==> src/rtl/kssg_pkg.sv <==
// Package for the knot span search / Greville unit: payload structs, cell-chain
// record, register indexes and operation codes. No dependencies.
`timescale 1ns / 1ps

package kssg_pkg;

	localparam int VALUE_W  = 32;
	localparam int INDEX_W  = 6;
	localparam int OP_W     = 2;
	localparam int DEG_W    = 4;
	// computed knot addresses reach index + degree + 1, so one bit above INDEX_W
	localparam int KADDR_W  = INDEX_W + 1;
	// sum of up to 15 knots of 32 bits
	localparam int SUM_W    = VALUE_W + DEG_W;
	localparam int CNT_W    = DEG_W + 1;
	// one bound-check cell plus enough search cells to halve a 64-wide interval
	localparam int NCELL    = 8;

	localparam int DIV_BITS  = 4;
	localparam int DIV_STEPS = SUM_W / DIV_BITS;
	localparam int DIV_CNT_W = 4;

	localparam int CFG_IDX_W  = 4;
	localparam int CFG_DATA_W = 8;

	localparam logic [OP_W-1:0] OP_WRITE = 2'd0;
	localparam logic [OP_W-1:0] OP_FIND  = 2'd1;
	localparam logic [OP_W-1:0] OP_GREV  = 2'd2;
	// unused code, answered with an all-zero result
	localparam logic [OP_W-1:0] OP_RSVD  = 2'd3;

	localparam logic [CFG_IDX_W-1:0] REG_DEGREE     = 4'd0;
	localparam logic [CFG_IDX_W-1:0] REG_LAST_BASIS = 4'd1;

	localparam logic [DEG_W-1:0]   DEGREE_RST     = 4'd2;
	localparam logic [INDEX_W-1:0] LAST_BASIS_RST = 6'd2;

	typedef struct packed {
		logic [OP_W-1:0]           operation;
		logic [INDEX_W-1:0]        index;
		logic signed [VALUE_W-1:0] value;
	} item_t;

	typedef struct packed {
		logic [INDEX_W-1:0]        span;
		logic signed [VALUE_W-1:0] abscissa;
	} result_t;

	typedef struct packed {
		logic [DEG_W-1:0]   degree;
		logic [INDEX_W-1:0] last_basis;
	} cfg_t;

	// record handed from cell to cell
	typedef struct packed {
		logic [OP_W-1:0]           op;
		logic                      init;
		logic                      done;
		logic signed [VALUE_W-1:0] value;
		logic [KADDR_W-1:0]        low;
		logic [KADDR_W-1:0]        high;
		logic [INDEX_W-1:0]        span;
		logic signed [SUM_W-1:0]   sum;
		logic [KADDR_W-1:0]        gaddr;
		logic [CNT_W-1:0]          cnt;
	} chain_t;

endpackage

==> src/rtl/kssg_div.sv <==
// Sequential signed divider for the Greville mean: 36-bit sum by a 4-bit
// degree, four quotient bits per cycle, truncating toward zero. Depends on kssg_pkg.
`timescale 1ns / 1ps

module kssg_div import kssg_pkg::*; (
	input  logic                      clk,
	input  logic                      arst_n,
	input  logic                      start,
	input  logic signed [SUM_W-1:0]   dividend,
	input  logic [DEG_W-1:0]          divisor,
	output logic                      valid,
	output logic signed [VALUE_W-1:0] quotient
);

	logic                      busy_q;
	logic                      valid_q;
	logic [DIV_CNT_W-1:0]      step_q;
	logic [SUM_W-1:0]          quo_q;
	logic [DEG_W-1:0]          rem_q;
	logic [DEG_W-1:0]          den_q;
	logic                      neg_q;
	logic signed [VALUE_W-1:0] quotient_q;

	logic [SUM_W-1:0] quo_n;
	logic [DEG_W-1:0] rem_n;
	logic [DEG_W:0]   part;
	logic             ge;
	logic [SUM_W-1:0] mag;
	logic [SUM_W-1:0] q_fin;
	logic             last_step;

	assign mag       = dividend[SUM_W-1] ? SUM_W'(-dividend) : SUM_W'(dividend);
	assign last_step = (step_q == DIV_CNT_W'(DIV_STEPS - 1));

	// restoring steps on a narrow remainder
	always_comb begin
		quo_n = quo_q;
		rem_n = rem_q;
		part  = '0;
		ge    = 1'b0;
		for (int s = 0; s < DIV_BITS; s++) begin
			part  = {rem_n, quo_n[SUM_W-1]};
			ge    = (part >= {1'b0, den_q});
			quo_n = {quo_n[SUM_W-2:0], ge};
			rem_n = ge ? DEG_W'(part - {1'b0, den_q}) : part[DEG_W-1:0];
		end
	end

	assign q_fin = neg_q ? (~quo_n + 36'd1) : quo_n;

	always_ff @(posedge clk or negedge arst_n) begin
		if (!arst_n) begin
			busy_q  <= 1'b0;
			valid_q <= 1'b0;
			step_q  <= '0;
		end else begin
			valid_q <= 1'b0;
			if (start) begin
				busy_q <= 1'b1;
				step_q <= '0;
			end else if (busy_q) begin
				step_q <= step_q + 4'd1;
				if (last_step) begin
					busy_q  <= 1'b0;
					valid_q <= 1'b1;
				end
			end
		end
	end

	always_ff @(posedge clk) begin
		if (start) begin
			quo_q <= mag;
			rem_q <= '0;
			den_q <= divisor;
			neg_q <= dividend[SUM_W-1];
		end else if (busy_q) begin
			quo_q <= quo_n;
			rem_q <= rem_n;
			if (last_step) begin
				quotient_q <= q_fin[VALUE_W-1:0];
			end
		end
	end

	assign valid    = valid_q;
	assign quotient = quotient_q;

endmodule

==> config.mk <==
export PLATFORM = sky130hd
export DESIGN_NAME = kssg_div
export DESIGN_NICKNAME = d
export VERILOG_FILES = /design/src/rtl/kssg_pkg.sv /design/src/rtl/kssg_div.sv
export SDC_FILE = /design/constraint.sdc
export NUM_CORES = 1
export LEC_CHECK = 0
export BUFFER_PORTS_ARGS = -buffer_cell sky130_fd_sc_hd__buf_2
export CORE_ASPECT_RATIO = 1.4
export CORE_MARGIN = 3
export CORE_UTILIZATION = 31
export DETAILED_ROUTE_END_ITERATION = 10
export PLACE_DENSITY = 0.45
export SYNTH_ARGS = -nofsm -noshare
export SYNTH_HDL_FRONTEND = slang
export SYNTH_SLANG_ARGS = --single-unit
export TNS_END_PERCENT = 50
==> constraint.sdc <==
create_clock -name clk -period 10.6 [get_ports clk]
set_input_delay 1.06 -clock clk [delete_from_list [all_inputs] [get_ports clk]]
set_output_delay 1.06 -clock clk [all_outputs]
set_load 0.005 [all_outputs]
**Yosys cells after proc, flatten, opt, wreduce, memory -nomap -nowiden**

Index checks and enable logic that the tools add are counted.

- Latch bits: 0
- Memories kept: 0
- Memory bits (writable): 0
- Memory bits (read-only): 0
- Register bits: 83
- Word-level logic and storage cells: 40
- Input port bits: 43
- Output and inout port bits: 33

- $add $sub $neg: 7
- Bitwise gates (word level): 2
- Divide/modulo/power cells: 0
- Multiply operators: 0
- Reductions and logical operators: 2
- $lt $le $gt $ge: 4
- Multiplexer cells: 16
- Shifts and indexed selects: 0
- Eq/ne operators: 1

Operators with widths:

| kind | number |
|---|---|
| $mux 36 | 3 |
| $neg 36->36 | 1 |
| $add 32x1->32 const B | 1 |
| $mux 32 | 1 |
| $not 32->32 | 1 |
| $mux 4 | 6 |
| $ge 5x4->1 | 4 |
| $sub 4x4->4 | 4 |
| $mux 1 | 6 |
| $add 4x1->4 const B | 1 |
| $eq 4x4->1 const B | 1 |
| $reduce_and 3->1 | 1 |
| $reduce_bool 2->1 | 1 |
| $not 1->1 | 1 |

**Logic depth before layout (Yosys ltp)**

- Depth after elaboration: 10
- Depth in mapped cells: 35
- Mapped depth without buffers: 34

**Worst setup path before layout**

Ideal clock, no wire load.

- Kind: flip-flop to flip-flop
- Start point: register den_q[1]
- End point: register quotient_q[26], in the netlist quotient[26] (data pin)
- Period minus slack after synthesis: 7641 ps
- Buffers on the path: 1
- Arrival time: 7380 ps
- Required time: 10339 ps
- Stages on the path, launching flop included: 34
- Setup slack: 2959 ps
- Setup time: 261 ps
- Cells stage by stage: edfxtp_1 inv_1 ha_1 a2111oi_4 or2_2 buf_2 a21oi_1 inv_1 ha_1 a2111oi_0 o21ai_0 a211oi_4 nor2_1 a21oi_1 inv_1 ha_1 a21o_1 a21o_1 a21oi_1 o221ai_2 mux2i_1 ha_1 a21o_1 a21o_1 a21oi_1 o221a_2 mux2i_1 inv_1 ha_1 nand2b_1 or4_4 or3_4 o41ai_4 xnor2_1

- Word-level cells in the longest chain between the ends: 10
- Elaborated cells on any way between the ends: 13
- Classes of those cells: add/sub (4); order compare (4); mux (4); bitwise (1)

Ends and longest elaborated chain:

| what | RTL line | source |
|---|---|---|
| start: declaration | kssg_div.sv:20 | `logic [DEG_W-1:0] den_q;` |
| start signal: assignment | kssg_div.sv:75 | `den_q <= divisor;` |
| $sub 4x4->4 or $ge 5x4->1 (tied branches) | kssg_div.sv:45, kssg_div.sv:43 |  |
| $mux 4 | kssg_div.sv:45 | `rem_n = ge ? DEG_W'(part - {1'b0, den_q}) : part[DEG_W-1:0];` |
| $sub 4x4->4 or $ge 5x4->1 (tied branches) | kssg_div.sv:45, kssg_div.sv:43 |  |
| $mux 4 | kssg_div.sv:45 |  |
| $sub 4x4->4 or $ge 5x4->1 (tied branches) | kssg_div.sv:45, kssg_div.sv:43 |  |
| $mux 4 | kssg_div.sv:45 |  |
| $ge 5x4->1 (*) | kssg_div.sv:43 | `ge = (part >= {1'b0, den_q});` |
| named net ge | kssg_div.sv:27 | `logic ge;` |
| $not 32->32 (*) | kssg_div.sv:49 | `assign q_fin = neg_q ? (~quo_n + 36'd1) : quo_n;` |
| $add 32x1->32 (*) | kssg_div.sv:49 |  |
| $mux 32 (*) | kssg_div.sv:49 |  |
| named net q_fin[26] | kssg_div.sv:29 | `logic [SUM_W-1:0] q_fin;` |
| end signal: assignment | kssg_div.sv:81 | `quotient_q <= q_fin[VALUE_W-1:0];` |
| end: declaration | kssg_div.sv:22 | `logic signed [VALUE_W-1:0] quotient_q;` |

The timed path passes the listed nets; every way through them passes the cells marked *.
A chain may end at the register's enable or synchronous reset.

**Final worst setup path**

Same ends and word-level chain as after synthesis.

==> flow_summary.json <==
{
  "coreArea_sq_um": 16380,
  "setup_viol": 0,
  "routabilityCongestion": 0.7862,
  "status": "complete, no violations",
  "diodes": 0,
  "setup.worst_path.end_class": "flip-flop",
  "crit_type": "flip-flop to flip-flop",
  "numCtsBuffers": 9,
  "synth_xor_area_share_pct": 12.22,
  "synth-edff-count": 73,
  "syn_nets": 558,
  "layout.nets": 627,
  "p_leak_nw": 2.355,
  "ctsHoldBuffers": 0,
  "p_switching_w": 0.0007447,
  "synth_cell_type_count": 58,
  "grt_start_max_net_pins": 85,
  "synth_compound_area_share_pct": 15.83,
  "final_common_cell": "buf_2",
  "maxCapViolCount": 0,
  "combPwrFrac_pct": 55.4,
  "postCtsResizedCells": 0,
  "htree_levels": 3,
  "final_cell_mix": "75 x buf_2, 73 x edfxtp_1, 50 x nor2_1",
  "fin_crit_ps": 8549,
  "synth_top_family_by_area": "compound AO/OA/AOI/OAI gates",
  "p_int_w": 0.001065,
  "grt.total_usage_pct": 14.75,
  "postLayoutCoreUtil_pct": 37.25,
  "numPortBuffers": 75,
  "synthCells": 491,
  "finClkSkew_ps": 5.043,
  "grt_pass1_vias": 3916,
  "dpl.hpwl_mm": 9.697,
  "clk_pin_slew_worst_paths_ps": 70,
  "ioPinCount": 76,
  "syn_area_per_cell_sq_um": 10.66,
  "arrival_ps": 8640,
  "syn_to_final_growth_pct": 16.57,
  "synth.cell_area_sq_um": 5234,
  "synthArstFlopShare_pct": 7.229,
  "worst_pin_slew_ps": 1091,
  "clk_latency_ps": 340,
  "dieArea_sq_um": 18500,
  "power_frac_seq_pct": 26.7,
  "grt_pass1_wl_mm": 21.21,
  "ys_ff_latch": 83,
  "detail-route-antenna-nets": 0,
  "pwr-share-clk_pct": 17.9,
  "gr-total-overflow": 0,
  "stdcell_area_sq_um": 6101,
  "synthFlopType": "edfxtp_1",
  "fp.dieH_microns": 159.7,
  "dieWidth_microns": 115.8,
  "route.detailed.drc": 0,
  "drive_above_1_share_pct": 20.35,
  "wl_per_cell_microns": 17.13,
  "layout.cells.non_filler": 764,
  "synth-seq-area-share_pct": 46.28,
  "clockBufferDepth": 2,
  "rsz0062_at_grt": "no",
  "drt_wl_total_mm": 13.09,
  "grt_antenna_before_repair": 0,
  "hold_viol": 0,
  "min_path_type": "flip-flop to flip-flop",
  "startpoint_type": "flip-flop",
  "slew_headroom_pct": 27.29,
  "fmax_ghz": 0.1170,
  "drtIter0Drc": 153,
  "rows": 55,
  "slowest_stage": "or4_4",
  "dr.pass1.iters": 4,
  "post_cts_buffers": 0,
  "crit_required_ps": 10690,
  "place_inst": 748,
  "sw_frac_of_total_pct": 41.16,
  "vias": 3850,
  "p_total_w": 0.001809,
  "path_common_cell": "ha_1",
  "slowest_delay_ps": 520,
  "slew_viol_final": 0,
  "dpl_cell_area_sq_um": 5801,
  "powerDensity_nw_per_um2": 296.6,
  "cts_tree": "built",
  "synthSimpleGateAreaFrac_pct": 13.41,
  "synthMuxAreaShare_pct": 2.773,
  "initial_utilization_pct": 31.96,
  "yosys.area_share.adder_pct": 6.311,
  "path_max_fanout": 10,
  "yosys_warnings": 0,
  "fin_crit_sh_pct": 80.65,
  "clock-sinks": 83,
  "timing.setup.tns_ps": 0,
  "vias_per_cell": 5.039,
  "cts-root-buf": "clkbuf_16",
  "ir_drop_v": 0.0001592
}
critical path: cells and delay by family (launching register included):
kind,cells,cell delay [ps]
and+or+nand+nor,5,1380
AOI/OAI and AO/OA,15,3740
xor gates and xnor gates,1,90
DFF,1,460
buffers and inverters,4,590
adders and majority gates,5,1430
muxes,2,590
final timing paths:
path / cells after the start / start / slack, ps / to
min: 2 / rem_q[3] / 490 / rem_q[3]
min reg2reg: 2 / rem_q[3] / 490 / rem_q[3]
max: 32 / den_q[1] / 2050 / quotient[26]
min in group asynchronous: 1 / arst_n / 530 / step_q[1]
max reg2reg: 32 / den_q[1] / 2050 / quotient[26]
max in group asynchronous: 1 / arst_n / 9930 / valid
final cells by class:
cell class              count  area, sq um
clock buffers               9        225.2
well taps                 199        249.0
repair buffers             77        390.4
inverters                  23        86.33
flip-flops and latches     83         2422
multi-input cells         366         2653
fillers                  1685        10280
clock inverters             7        75.07
per-stage QoR:
step	worst slack, ps	hold slack [ps]
floorplan	2959	426.5
global placement	2217	477.6
detailed placement	1986	487.1
CTS	1986	496.7
global route	1312	524.9
finish	2051	486.2
flip-flops by register name, indices dropped and copies added, names as in the netlist:
register  flops
quo_q        36
busy_q        1
step_q        4
quotient     32
rem_q         4
neg_q         1
valid         1
den_q         4
cell families (layout without fill, tap and decap cells):
group | Yosys count | count (layout)
flops | 83 | 83
mux | 14 | 14
fa+ha+maj | 24 | 24
xor+xnor | 73 | 73
simple gates | 136 | 136
compound gates | 119 | 119
buf+inv | 42 | 116
Yosys cell counts (all sizes together) (3+ instances only):
cell type / n / area share [%]
a211oi: 3 / 0.67
a21o: 9 / 1.3
a21oi: 45 / 4.3
and3: 3 / 0.36
buf: 4 / 0.45
clkbuf: 15 / 1.1
dfrtp: 6 / 2.9
dfxtp: 4 / 1.5
edfxtp: 73 / 42
fa: 4 / 1.5
ha: 20 / 4.8
inv: 23 / 1.6
mux2: 4 / 0.86
mux2i: 10 / 1.9
nand2: 23 / 1.6
nand2b: 8 / 0.96
nand3: 8 / 0.77
nand3b: 3 / 0.43
nand4: 3 / 0.36
nor2: 52 / 3.8
nor4: 5 / 0.60
nor4b: 3 / 0.62
o21a: 3 / 0.43
o21ai: 18 / 1.7
o31ai: 19 / 2.9
o41ai: 13 / 2.5
or2: 6 / 0.81
or3: 6 / 0.81
or4: 8 / 1.3
xnor2: 35 / 5.9
xor2: 38 / 6.4
power by group through the flow:
stage | registers (W) | clock network [W] | logic (W)
floorplan | 0.000471 | 0 | 0.000788
global placement | 0.000490 | 0 | 0.000997
detailed placement | 0.000490 | 0 | 0.00100
CTS | 0.000483 | 0.000332 | 0.00101
global route | 0.000490 | 0.000346 | 0.00113
finish | 0.000483 | 0.000324 | 0.00100
metal layers:
| layer | routed length, microns | global-route usage (%) |
|---|---|---|
| met4 | 331 | 5.594 |
| met2 | 6479 | 24.65 |
| met3 | 327 | 2.123 |
| met1 | 5952 | 19.12 |
| met5 | 0 | 0 |
(Power assumes the default switching activity.)
