## src/rtl/kssg_pkg.sv

```systemverilog
// Package for the knot span search / Greville unit: payload structs, cell-chain
// record, register indexes and operation codes. No dependencies.
`timescale 1ns / 1ps

package kssg_pkg;

	localparam int VALUE_W  = 32;
	localparam int INDEX_W  = 6;
	localparam int OP_W     = 2;
	localparam int DEG_W    = 4;
	// computed knot addresses reach index + degree + 1, so one bit above INDEX_W
	localparam int KADDR_W  = INDEX_W + 1;
	// sum of up to 15 knots of 32 bits
	localparam int SUM_W    = VALUE_W + DEG_W;
	localparam int CNT_W    = DEG_W + 1;
	// one bound-check cell plus enough search cells to halve a 64-wide interval
	localparam int NCELL    = 8;

	localparam int DIV_BITS  = 4;
	localparam int DIV_STEPS = SUM_W / DIV_BITS;
	localparam int DIV_CNT_W = 4;

	localparam int CFG_IDX_W  = 4;
	localparam int CFG_DATA_W = 8;

	localparam logic [OP_W-1:0] OP_WRITE = 2'd0;
	localparam logic [OP_W-1:0] OP_FIND  = 2'd1;
	localparam logic [OP_W-1:0] OP_GREV  = 2'd2;
	// unused code, answered with an all-zero result
	localparam logic [OP_W-1:0] OP_RSVD  = 2'd3;

	localparam logic [CFG_IDX_W-1:0] REG_DEGREE     = 4'd0;
	localparam logic [CFG_IDX_W-1:0] REG_LAST_BASIS = 4'd1;

	localparam logic [DEG_W-1:0]   DEGREE_RST     = 4'd2;
	localparam logic [INDEX_W-1:0] LAST_BASIS_RST = 6'd2;

	typedef struct packed {
		logic [OP_W-1:0]           operation;
		logic [INDEX_W-1:0]        index;
		logic signed [VALUE_W-1:0] value;
	} item_t;

	typedef struct packed {
		logic [INDEX_W-1:0]        span;
		logic signed [VALUE_W-1:0] abscissa;
	} result_t;

	typedef struct packed {
		logic [DEG_W-1:0]   degree;
		logic [INDEX_W-1:0] last_basis;
	} cfg_t;

	// record handed from cell to cell
	typedef struct packed {
		logic [OP_W-1:0]           op;
		logic                      init;
		logic                      done;
		logic signed [VALUE_W-1:0] value;
		logic [KADDR_W-1:0]        low;
		logic [KADDR_W-1:0]        high;
		logic [INDEX_W-1:0]        span;
		logic signed [SUM_W-1:0]   sum;
		logic [KADDR_W-1:0]        gaddr;
		logic [CNT_W-1:0]          cnt;
	} chain_t;

endpackage

```

## src/rtl/kssg_cell.sv

```systemverilog
// One cell of the search/accumulate chain: holds one record, does one search
// step or adds one pair of knots, and issues the next knot pair address.
// Depends on kssg_pkg.
`timescale 1ns / 1ps

module kssg_cell import kssg_pkg::*; (
	input  logic                      clk,
	input  logic                      arst_n,
	input  logic                      in_valid,
	input  chain_t                    in_data,
	input  cfg_t                      cfg,
	input  logic signed [VALUE_W-1:0] knot_a,
	input  logic signed [VALUE_W-1:0] knot_b,
	output logic                      out_valid,
	output chain_t                    out_data,
	output logic [KADDR_W-1:0]        rd_addr_a,
	output logic [KADDR_W-1:0]        rd_addr_b
);

	logic                    valid_q;
	chain_t                  cur_q;
	chain_t                  nxt;
	logic [KADDR_W-1:0]      lo_n, hi_n;
	logic [KADDR_W:0]        cur_mid_sum, mid_sum_n;
	logic [KADDR_W-1:0]      cur_mid, mid_n;
	logic [KADDR_W-1:0]      p_ext, n_plus1;
	logic [CNT_W-1:0]        take;
	logic signed [SUM_W-1:0] add_a, add_b;

	always_ff @(posedge clk or negedge arst_n) begin
		if (!arst_n) begin
			valid_q <= 1'b0;
		end else begin
			valid_q <= in_valid;
		end
	end

	always_ff @(posedge clk) begin
		if (in_valid) begin
			cur_q <= in_data;
		end
	end

	assign p_ext       = KADDR_W'(cfg.degree);
	assign n_plus1     = KADDR_W'(cfg.last_basis) + 7'd1;
	assign cur_mid_sum = {1'b0, cur_q.low} + {1'b0, cur_q.high};
	assign cur_mid     = cur_mid_sum[KADDR_W:1];

	assign take  = (cur_q.cnt >= 5'd2) ? 5'd2 : cur_q.cnt;
	assign add_a = (take != 5'd0) ? SUM_W'(knot_a) : '0;
	assign add_b = (take == 5'd2) ? SUM_W'(knot_b) : '0;

	always_comb begin
		nxt  = cur_q;
		lo_n = cur_q.low;
		hi_n = cur_q.high;
		case (cur_q.op)
			OP_FIND: begin
				if (!cur_q.done) begin
					if (cur_q.init) begin
						// bound checks against U[p] and U[n+1]
						nxt.init = 1'b0;
						if (cur_q.value <= knot_a) begin
							nxt.done = 1'b1;
							nxt.span = INDEX_W'(cfg.degree);
						end else if (cur_q.value >= knot_b) begin
							nxt.done = 1'b1;
							nxt.span = cfg.last_basis;
						end else if (p_ext >= n_plus1) begin
							nxt.done = 1'b1;
							nxt.span = cfg.last_basis;
						end else begin
							lo_n = p_ext;
							hi_n = n_plus1;
						end
					end else if ((cur_q.high - cur_q.low) <= 7'd1 ||
							(cur_q.value >= knot_a && cur_q.value < knot_b)) begin
						nxt.done = 1'b1;
						nxt.span = cur_mid[INDEX_W-1:0];
					end else if (cur_q.value < knot_a) begin
						hi_n = cur_mid;
					end else begin
						lo_n = cur_mid;
					end
				end
				nxt.low  = lo_n;
				nxt.high = hi_n;
			end
			OP_GREV: begin
				if (!cur_q.done) begin
					nxt.sum   = cur_q.sum + add_a + add_b;
					nxt.cnt   = cur_q.cnt - take;
					nxt.gaddr = cur_q.gaddr + 7'd2;
					nxt.done  = (cur_q.cnt == take);
				end
			end
			default: ;
		endcase
	end

	assign mid_sum_n = {1'b0, lo_n} + {1'b0, hi_n};
	assign mid_n     = mid_sum_n[KADDR_W:1];

	assign rd_addr_a = (cur_q.op == OP_GREV) ? nxt.gaddr : mid_n;
	assign rd_addr_b = rd_addr_a + 7'd1;

	assign out_valid = valid_q;
	assign out_data  = nxt;

endmodule

```

## config.mk

```make
export PLATFORM = sky130hd
export DESIGN_NAME = kssg_cell
export DESIGN_NICKNAME = d
export VERILOG_FILES = /design/src/rtl/kssg_pkg.sv /design/src/rtl/kssg_cell.sv
export SDC_FILE = /design/constraint.sdc
export NUM_CORES = 1
export LEC_CHECK = 0
export BUFFER_PORTS_ARGS = -buffer_cell sky130_fd_sc_hd__buf_2
export CORE_MARGIN = 4
export CORE_UTILIZATION = 36
export CTS_CLUSTER_DIAMETER = 100
export DETAILED_ROUTE_END_ITERATION = 12
export SLEW_MARGIN = 20
export SYNTH_ARGS = -nofsm -noshare
export SYNTH_HDL_FRONTEND = slang
export SYNTH_SLANG_ARGS = --single-unit
```

## constraint.sdc

```tcl
create_clock -name clk -period 18 [get_ports clk]
set_input_delay 1.8 -clock clk [delete_from_list [all_inputs] [get_ports clk]]
set_output_delay 1.8 -clock clk [all_outputs]
set_load 0.02 [all_outputs]
```

== After elaboration in Yosys (flattened, before gate mapping) ==
Index checks and enable logic that the tools add are counted.

* Register bits after elaboration: 105
* Input port bits: 181
* Output and inout bits: 119
* Logic and storage cells: 73

* Equal/unequal tests: 4
* Muxes and demuxes: 38
* Reductions and logical operators: 3
* Add/sub/neg operators: 9
* Magnitude comparators: 8

{| class="wikitable"
|+ Operators by type and width
! cell !! count
|-
| $mux 7 || 17
|-
| $mux 48 || 2
|-
| $add 36x36->36 || 2
|-
| $mux 36 || 2
|-
| $ge 32x32->1 || 2
|-
| $lt 32x32->1 || 2
|-
| $mux 6 || 6
|-
| $le 32x32->1 || 1
|-
| $mux 20 || 1
|-
| $add 7x7->8 || 2
|-
| $add 6x1->7 const B || 1
|-
| $add 7x1->7 const B || 1
|-
| $add 7x2->7 const B || 1
|-
| $ge 4x7->1 || 1
|-
| $le 7x1->1 const B || 1
|-
| $mux 1 || 7
|-
| $sub 7x7->7 || 1
|-
| $eq 5x2->1 const B || 1
|-
| $eq 5x5->1 || 1
|-
| $ge 5x2->1 const B || 1
|-
| $mux 5 || 1
|-
| $reduce_bool 5->1 || 1
|-
| $sub 5x5->5 || 1
|-
| $eq 2x1->1 const B || 1
|-
| other kinds (5) || 5
|}

== Longest topological paths before layout ==
Gate-level depths: netlist of the first run.

* Depth in word-level cells: 11
* Mapped depth: 24
* Gate-level depth less buffers: 24

== Worst setup path after synthesis of the first run ==
No wires, ideal clock.

* Path kind: input-to-output
* Start: input knot_a[25]
* End: output rd_addr_b[6]
* Data arrival time: 7.178 ns
* Path buffers: 0
* Path slack: 9.022 ns
* Required time: 16.200 ns
* Stages: 23
* Cell sequence: inv_1 > ha_1 > a21o_1 > a221o_1 > a221oi_2 > nor2b_1 > nor4_2 > a21bo_2 > a21oi_1 > nor2_1 > a31oi_1 > o22ai_1 > a21oi_1 > ha_1 > a21o_1 > a21oi_1 > o21ai_0 > a21oi_1 > xor2_1 > o21ai_0 > nand2_1 > or3_1 > xnor2_1

* Word-level cells in the longest chain between the ends: 10
* Elaborated cells on any way between the ends: 20
* Those cells by class: 2 x add/sub; 3 x order compare; 13 x mux; 2 x reduce/logical

{| class="wikitable"
|+ Ends and longest elaborated chain
! what !! RTL line !! RTL
|-
| from (decl) || kssg_cell.sv:12 || <nowiki>input logic signed [VALUE_W-1:0] knot_a,</nowiki>
|-
| $ge 32x32->1 || kssg_cell.sv:77 || <nowiki>(cur_q.value >= knot_a && cur_q.value < knot_b)) begin</nowiki>
|-
| $logic_and 1x1->1 || kssg_cell.sv:77 ||
|-
| $logic_or 1x1->1 || kssg_cell.sv:76 || <nowiki>end else if ((cur_q.high - cur_q.low) <= 7'd1 ||</nowiki>
|-
| $mux 7 || kssg_cell.sv:76 ||
|-
| $mux 7 || kssg_cell.sv:60 || <nowiki>if (cur_q.init) begin</nowiki>
|-
| $mux 7 || kssg_cell.sv:59 || <nowiki>if (!cur_q.done) begin</nowiki>
|-
| $mux 7 || kssg_cell.sv:57 || <nowiki>case (cur_q.op)</nowiki>
|-
| $add 7x7->8 * || kssg_cell.sv:101 || <nowiki>assign mid_sum_n = {1'b0, lo_n} + {1'b0, hi_n};</nowiki>
|-
| $mux 7 * || kssg_cell.sv:104 || <nowiki>assign rd_addr_a = (cur_q.op == OP_GREV) ? nxt.gaddr : mid_n;</nowiki>
|-
| named net rd_addr_a[5] || kssg_cell.sv:16 || <nowiki>output logic [KADDR_W-1:0] rd_addr_a,</nowiki>
|-
| $add 7x1->7 * || kssg_cell.sv:105 || <nowiki>assign rd_addr_b = rd_addr_a + 7'd1;</nowiki>
|-
| to (decl) || kssg_cell.sv:17 || <nowiki>output logic [KADDR_W-1:0] rd_addr_b</nowiki>
|}

Mark *: on every way through the listed nets, which the timed path passes. The rest lies on a longest branch.

== Worst setup path in the final report of the first run ==
* Start: input knot_b[9]
* End: output rd_addr_b[6]

* Word-level cells in the longest chain between the ends: 10
* Elaborated cells on any way between the ends: 19
* Those cells by class: 2 x add/sub; 2 x order compare; 13 x mux; 2 x reduce/logical

{| class="wikitable"
|+ Ends and longest elaborated chain
! what !! RTL line !! RTL
|-
| from (decl) || kssg_cell.sv:13 || <nowiki>input logic signed [VALUE_W-1:0] knot_b,</nowiki>
|-
| $lt 32x32->1 || kssg_cell.sv:77 ||
|-
| $logic_and 1x1->1 || kssg_cell.sv:77 ||
|-
| $logic_or 1x1->1 || kssg_cell.sv:76 ||
|-
| $mux 7 || kssg_cell.sv:76 ||
|-
| $mux 7 || kssg_cell.sv:60 ||
|-
| $mux 7 || kssg_cell.sv:59 ||
|-
| $mux 7 || kssg_cell.sv:57 ||
|-
| $add 7x7->8 * || kssg_cell.sv:101 ||
|-
| $mux 7 * || kssg_cell.sv:104 ||
|-
| $add 7x1->7 * || kssg_cell.sv:105 ||
|}

Every way passes the cells marked *; elsewhere a longest branch is shown, timed or not.

==> results.toml, run 1 <==
[outcome]
status = "completed"

[worst_setup_path]
crit_arrival_ps = 7600
critPathCaptureType = "output port"
worst_setup_path_start_kind = "input port"
path_buf_inv = 3
critPathMaxFanout = 13
crit_chain = "buf_2 -> inv_1 -> ha_1 -> a21oi_1 -> o21ai_1 -> a221oi_1 -> a31oi_1 -> o31ai_4 -> o311ai_1 -> nor2_1 -> nand2_1 -> o22ai_1 -> a21oi_1 -> fa_1 -> a21o_1 -> a21oi_1 -> o21ai_0 -> a21oi_1 -> xor2_1 -> o21ai_0 -> nand2_1 -> or3_1 -> xnor2_1 -> buf_2"
slowest_stage = "nor2_1"
crit_family = "compound AO/OA/AOI/OAI gates"
crit_type = "in -> out"
max_stage_delay_ps = 720
path_common_cell = "a21oi_1"
required_ps = 16200

[synthesis]
ys_seq_area_share_pct = 30.7
synth_warnings = 0
synthCells = 1120
syn-mean-instance-area_um2 = 9.16
synth-async-reset-ratio_pct = 0.952
synth-edff-count = 104
synth_cell_types = 76
syn_area_um2 = 10300
syn-num-nets = 1467
synth-main-ff-cell = "edfxtp_1"
synth-seq-cells = 105

[power_and_ir_drop]
leakagePower_nw = 5.84
ir_worst_vdd_mv = 0.0412
p_per_area_nw_per_um2 = 85.6
total_power_mw = 1.04

[die]
die_h_um = 177
die_area_um2 = 31200
core_um2 = 27900
rows = 61
die_w_um = 177
ios = 300
initial_core_util_pct = 36.7

[placement]
portBuffers = 299
place_area_um2 = 11900
dp_hpwl_mm = 26.0
place_congestion = 0.886

[timing]
worst_slew_pin_slew_ps = 1070
setup-violations-final = 0
fin_setup_tns_ps = 0
period_share_pct = 52.2
max_freq_mhz = 106
hold_viol = 0
rsz0062_at_grt = "no"
relSlewSlack_pct = 27.6
timing.final.max_slew_violations = 0
period_needed_ps = 9400

[drt]
drc_errors = 0
antenna_left = 0
vias = 8942
vias_per_cell = 5.09
totalWireLength_mm = 31.8
drtIter0Drc = 571
routedWlPerCell_um = 18.1
dr.pass1.iters = 7

[global_routing]
grt_max_degree = 72
grt_antenna_before_repair = 2
grt_pass1_vias = 9090
grt_use_total_pct = 20.2
gr-total-overflow = 0
grt_pass1_wl_mm = 49.6

[clock_network]
clkSinkCount = 105
cts_buffers = 9
cts_tree = "yes"
clk_path_buf_depth = 2
hold_buffers = 0
path_clk_slew_ps = 70
post_cts_buffers = 0
cts.htree.levels = 3
root_buffer = "clkbuf_16"
postCtsResizedCells = 0

[worst_hold_path]
hold_class = "in -> async"

[finish]
fill_cells = 2840
final_nets = 1718
drive_gt1_share_pct = 24.8
final_common_cell = "buf_2"
most-common-layout-cells = "buf_2 (298), ha_1 (127), nor2_1 (114), inv_1 (108), edfxtp_1 (104)"
areaGrowthSynthToFinish_pct = 18.8
design_area_um2 = 12200

[flow_run]
drv_cap = 0
[final timing paths]
path	from	cells after the start	endpoint
max in group asynchronous	arst_n	1	out_valid$_DFF_PN0_
min in group clk	in_data[66]	1	cur_q[66]$_DFFE_PP_
setup / recovery	knot_b[9]	24	rd_addr_b[6]
hold / removal	arst_n	1	out_valid$_DFF_PN0_
[report_power, final]
| group | switching [mW] | internal [mW] |
|---|---|---|
| logic | 0.319 | 0.210 |
| clock network | 0.104 | 0.0974 |
| registers | 0.0200 | 0.291 |
| total | 0.444 | 0.599 |
[sequential cells by signal, summed over array words and instances (netlist names)]
name / flops
out_data: 34
out_valid: 1
cur_q: 70
[cells by family (layout without fill, tap and decap cells)]
logic type                 count (synthesis)  in the layout  synth area share [%]
adders and majority gates                166            166                  23.1
AOI/OAI and AO/OA                        276            276                  17.5
DFF                                      105            105                  30.7
buffers and inverters                    174            430                  7.72
muxes                                     11             11                  1.10
other                                      1              3                0.0366
and+or+nand+nor                          326            326                  14.7
xor gates and xnor gates                  61             61                  5.21
[synth_stat cells (24+ instances only)]
| library cell | count | area [um2] |
|---|---|---|
| buf_4 | 35 | 263 |
| nor2_1 | 116 | 435 |
| ha_1 | 127 | 1590 |
| xnor2_1 | 37 | 324 |
| nand2_1 | 96 | 360 |
| fa_1 | 39 | 781 |
| a21o_1 | 31 | 233 |
| a21oi_1 | 71 | 355 |
| edfxtp_1 | 104 | 3120 |
| xor2_1 | 24 | 210 |
| clkbuf_1 | 29 | 109 |
| inv_1 | 108 | 405 |
| o21ai_0 | 71 | 355 |
[through the flow]
step	util [%]	worst slack [ps]	instances	hold slack (ps)
2_1_floorplan	-	9020	1120	1500
3_3_place_gp	42.6	8860	1738	1570
3_5_place_dp	42.6	8710	1738	1570
4_1_cts	43.6	8660	1754	1170
5_1_grt	43.6	8120	1755	1170
6_report	43.6	8600	1756	1190
[layer usage]
layer  vias up  routed length (um)  global-route usage, %
met5         -                   0                      0
met4         0                 467                   4.09
met3        30                1850                   3.67
met2       286               14600                   33.2
met1      4188               14900                   28.1
li1       4438                   -                      -
[final cells by class]
| class | count | area (um2) | area share (%) |
|---|---|---|---|
| diodes | 2 | 5.00 | 0.0411 |
| multi-input cells | 841 | 6320 | 51.9 |
| inverters | 108 | 405 | 3.33 |
| well taps | 378 | 473 | 3.88 |
| repair buffers | 306 | 1550 | 12.7 |
| flip-flops and latches | 105 | 3150 | 25.8 |
| clock buffers | 11 | 233 | 1.91 |
| clock inverters | 5 | 48.8 | 0.400 |
Power figures use the tool's default switching activity.
==> run 2, diff against run 1 <==
clock period = 8 ns   (was 18 ns; I/O delays follow)
==> run 2 against run 1 <==
Effect of this change: cell count up 0.17%; worst setup slack lost 7900 ps; design area rose by 0.52%; critical path depth fell by 2; via count grew 1.0%; global-route usage decreased by 0.24 points; hold slack got worse by 1000 ps; flip-flop and latch count unchanged; critical path type is now reg -> out; largest power group unchanged.
==> results.toml, run 2 (same netlist as run 1, synthesis figures left out) <==
[power_and_ir_drop]
p_int_mw = 1.38
p_per_area_nw_per_um2 = 195
seq_power_share_pct = 29.3
switching_power_mw = 1.01
leakagePower_nw = 5.87
p_sw_share_pct = 42.2
ir_worst_vdd_mv = 0.124
clkPwrFrac_pct = 20.5
p_comb_share_pct = 50.1

[finish]
largest_register_ffs = 70
largest-register = "cur_q"
multiInputGateArea_um2 = 6320
fill_cells = 2854
most-common-layout-cells = "buf_2 (298), ha_1 (127), nor2_1 (114), inv_1 (108), edfxtp_1 (104)"
final_common_cell = "buf_2"
ff_latch_area_um2 = 3150
final_nets = 1722
areaGrowthSynthToFinish_pct = 19.5
drive_gt1_share_pct = 25.1

[placement]
pre_cts_ws_ps = 816
dp_hpwl_mm = 26.2
place_congestion = 0.880
portBuffers = 299

[clock_network]
cts_buffers = 9
root_buffer = "clkbuf_16"
cts_tree = "yes"
hold_buffers = 0
cts.htree.levels = 3
clk_path_buf_depth = 2
clkSinkCount = 105
path_clk_slew_ps = 80

[timing]
relSlewSlack_pct = 25.7
setup-violations-final = 0
period_needed_ps = 7330
fin_setup_tns_ps = 0
layout_setup_ws_ps = 671
period_share_pct = 91.6
max_freq_mhz = 136
timing.final.max_slew_violations = 0
hold_viol = 0
worst_slew_pin_slew_ps = 1110
holdWs_ps = 184
rsz0062_at_grt = "no"

[worst_setup_path]
crit_family = "compound AO/OA/AOI/OAI gates"
critPathCaptureType = "output port"
crit_type = "reg -> out"
worstSetupStartpoint = "cur_q[2]$_DFFE_PP_"
required_ps = 7200
max_stage_delay_ps = 560
path_buf_inv = 3
cp-endpoint = "out_data[47]"
crit_chain = "or3_1 -> or2_2 -> nor2_2 -> buf_4 -> nor2_1 -> fa_1 -> inv_1 -> fa_1 -> nor2b_1 -> o21ai_0 -> a21boi_0 -> o31ai_1 -> o31ai_1 -> o21ai_0 -> o311ai_1 -> a31oi_1 -> a21boi_0 -> a31oi_1 -> xnor2_1 -> nand2_1 -> xnor2_1 -> buf_2"
cp.depth = 22
critPathMaxFanout = 18
crit_arrival_ps = 6530
worst_setup_path_start_kind = "flip-flop"
slowest_stage = "o311ai_1"

[die]
rows = 61
die_w_um = 177
ios = 300
core_um2 = 27900
die_h_um = 177
initial_core_util_pct = 36.7
die_area_um2 = 31200

[outcome]
status = "completed"

[global_routing]
grt_max_degree = 73
grt_antenna_before_repair = 2
grt_pass1_wl_mm = 48.7
grt_pass1_vias = 8960
grt_use_total_pct = 20.0
gr-total-overflow = 0

[worst_hold_path]
hold_class = "in -> async"

[drt]
drc_errors = 0
vias = 9032
totalWireLength_mm = 31.7
antenna_left = 0
vias_per_cell = 5.13
drtIter0Drc = 436
routedWlPerCell_um = 18.0
dr.pass1.iters = 5

[flow_run]
drv_cap = 0
run 2: changes by cell type in the layout (fill, tap and decap cells not counted), sizes merged:
cell,previous run,this run
buf,306,310
diode,2,1
bufinv,0,1
inv,111,110
clkbuf,11,10
clkinv,2,3
run 2: worst min path at each step:
stage,cells past startpoint,startpoint,endpoint
floorplan,0,arst_n,out_valid$_DFF_PN0_
global placement,1,arst_n,out_valid$_DFF_PN0_
detailed placement,1,arst_n,out_valid$_DFF_PN0_
CTS,1,arst_n,out_valid$_DFF_PN0_
global route,1,arst_n,out_valid$_DFF_PN0_
finish,1,arst_n,out_valid$_DFF_PN0_
run 2: layout make-up:
cell class | count | share of cell area [%]
Antenna cell | 1 | 0.0204
Clock buffer | 10 | 1.87
Clock inverter | 6 | 0.725
Inverter | 108 | 3.31
Multi-Input combinational cell | 841 | 51.6
Sequential cell | 105 | 25.7
Tap cell | 378 | 3.86
Timing Repair Buffer | 310 | 12.9
run 2: repair_timing:
| item | CTS | global route |
|---|---|---|
| setup endpoints to repair | 0 | 1 |
| resized for setup | 0 | 1 |
| buffers inserted | 0 | 0 |
run 2: metal layers:
metal / global-route usage, % / vias to the layer above / part of all wire, % / routed length, um
li1: - / 4456 / - / -
met1: 26.8 / 4247 / 45 / 14200
met4: 4.84 / 2 / 1.7 / 524
met5: 0 / - / 0.022 / 7
met2: 33.4 / 290 / 47 / 15100
met3: 3.91 / 37 / 6.3 / 1990
run 2: power groups by stage:
| stage | clock network, mW | logic [mW] | registers (mW) |
|---|---|---|---|
| 3_5_place_dp | 0 | 1.19 | 0.715 |
| 5_1_grt | 0.525 | 1.34 | 0.708 |
| 3_3_place_gp | 0 | 1.19 | 0.715 |
| 6_report | 0.491 | 1.20 | 0.702 |
| 2_1_floorplan | 0 | 0.864 | 0.696 |
| 4_1_cts | 0.506 | 1.20 | 0.702 |
run 2: stage by stage:
stage	power (mW)	area (um2)	utilization (%)	cells
2_1_floorplan	1.56	10300	-	1120
3_3_place_gp	1.90	11900	42.7	1742
3_5_place_dp	1.91	11900	42.7	1742
4_1_cts	2.41	12200	43.8	1758
5_1_grt	2.57	12300	43.9	1759
6_report	2.39	12300	43.9	1759
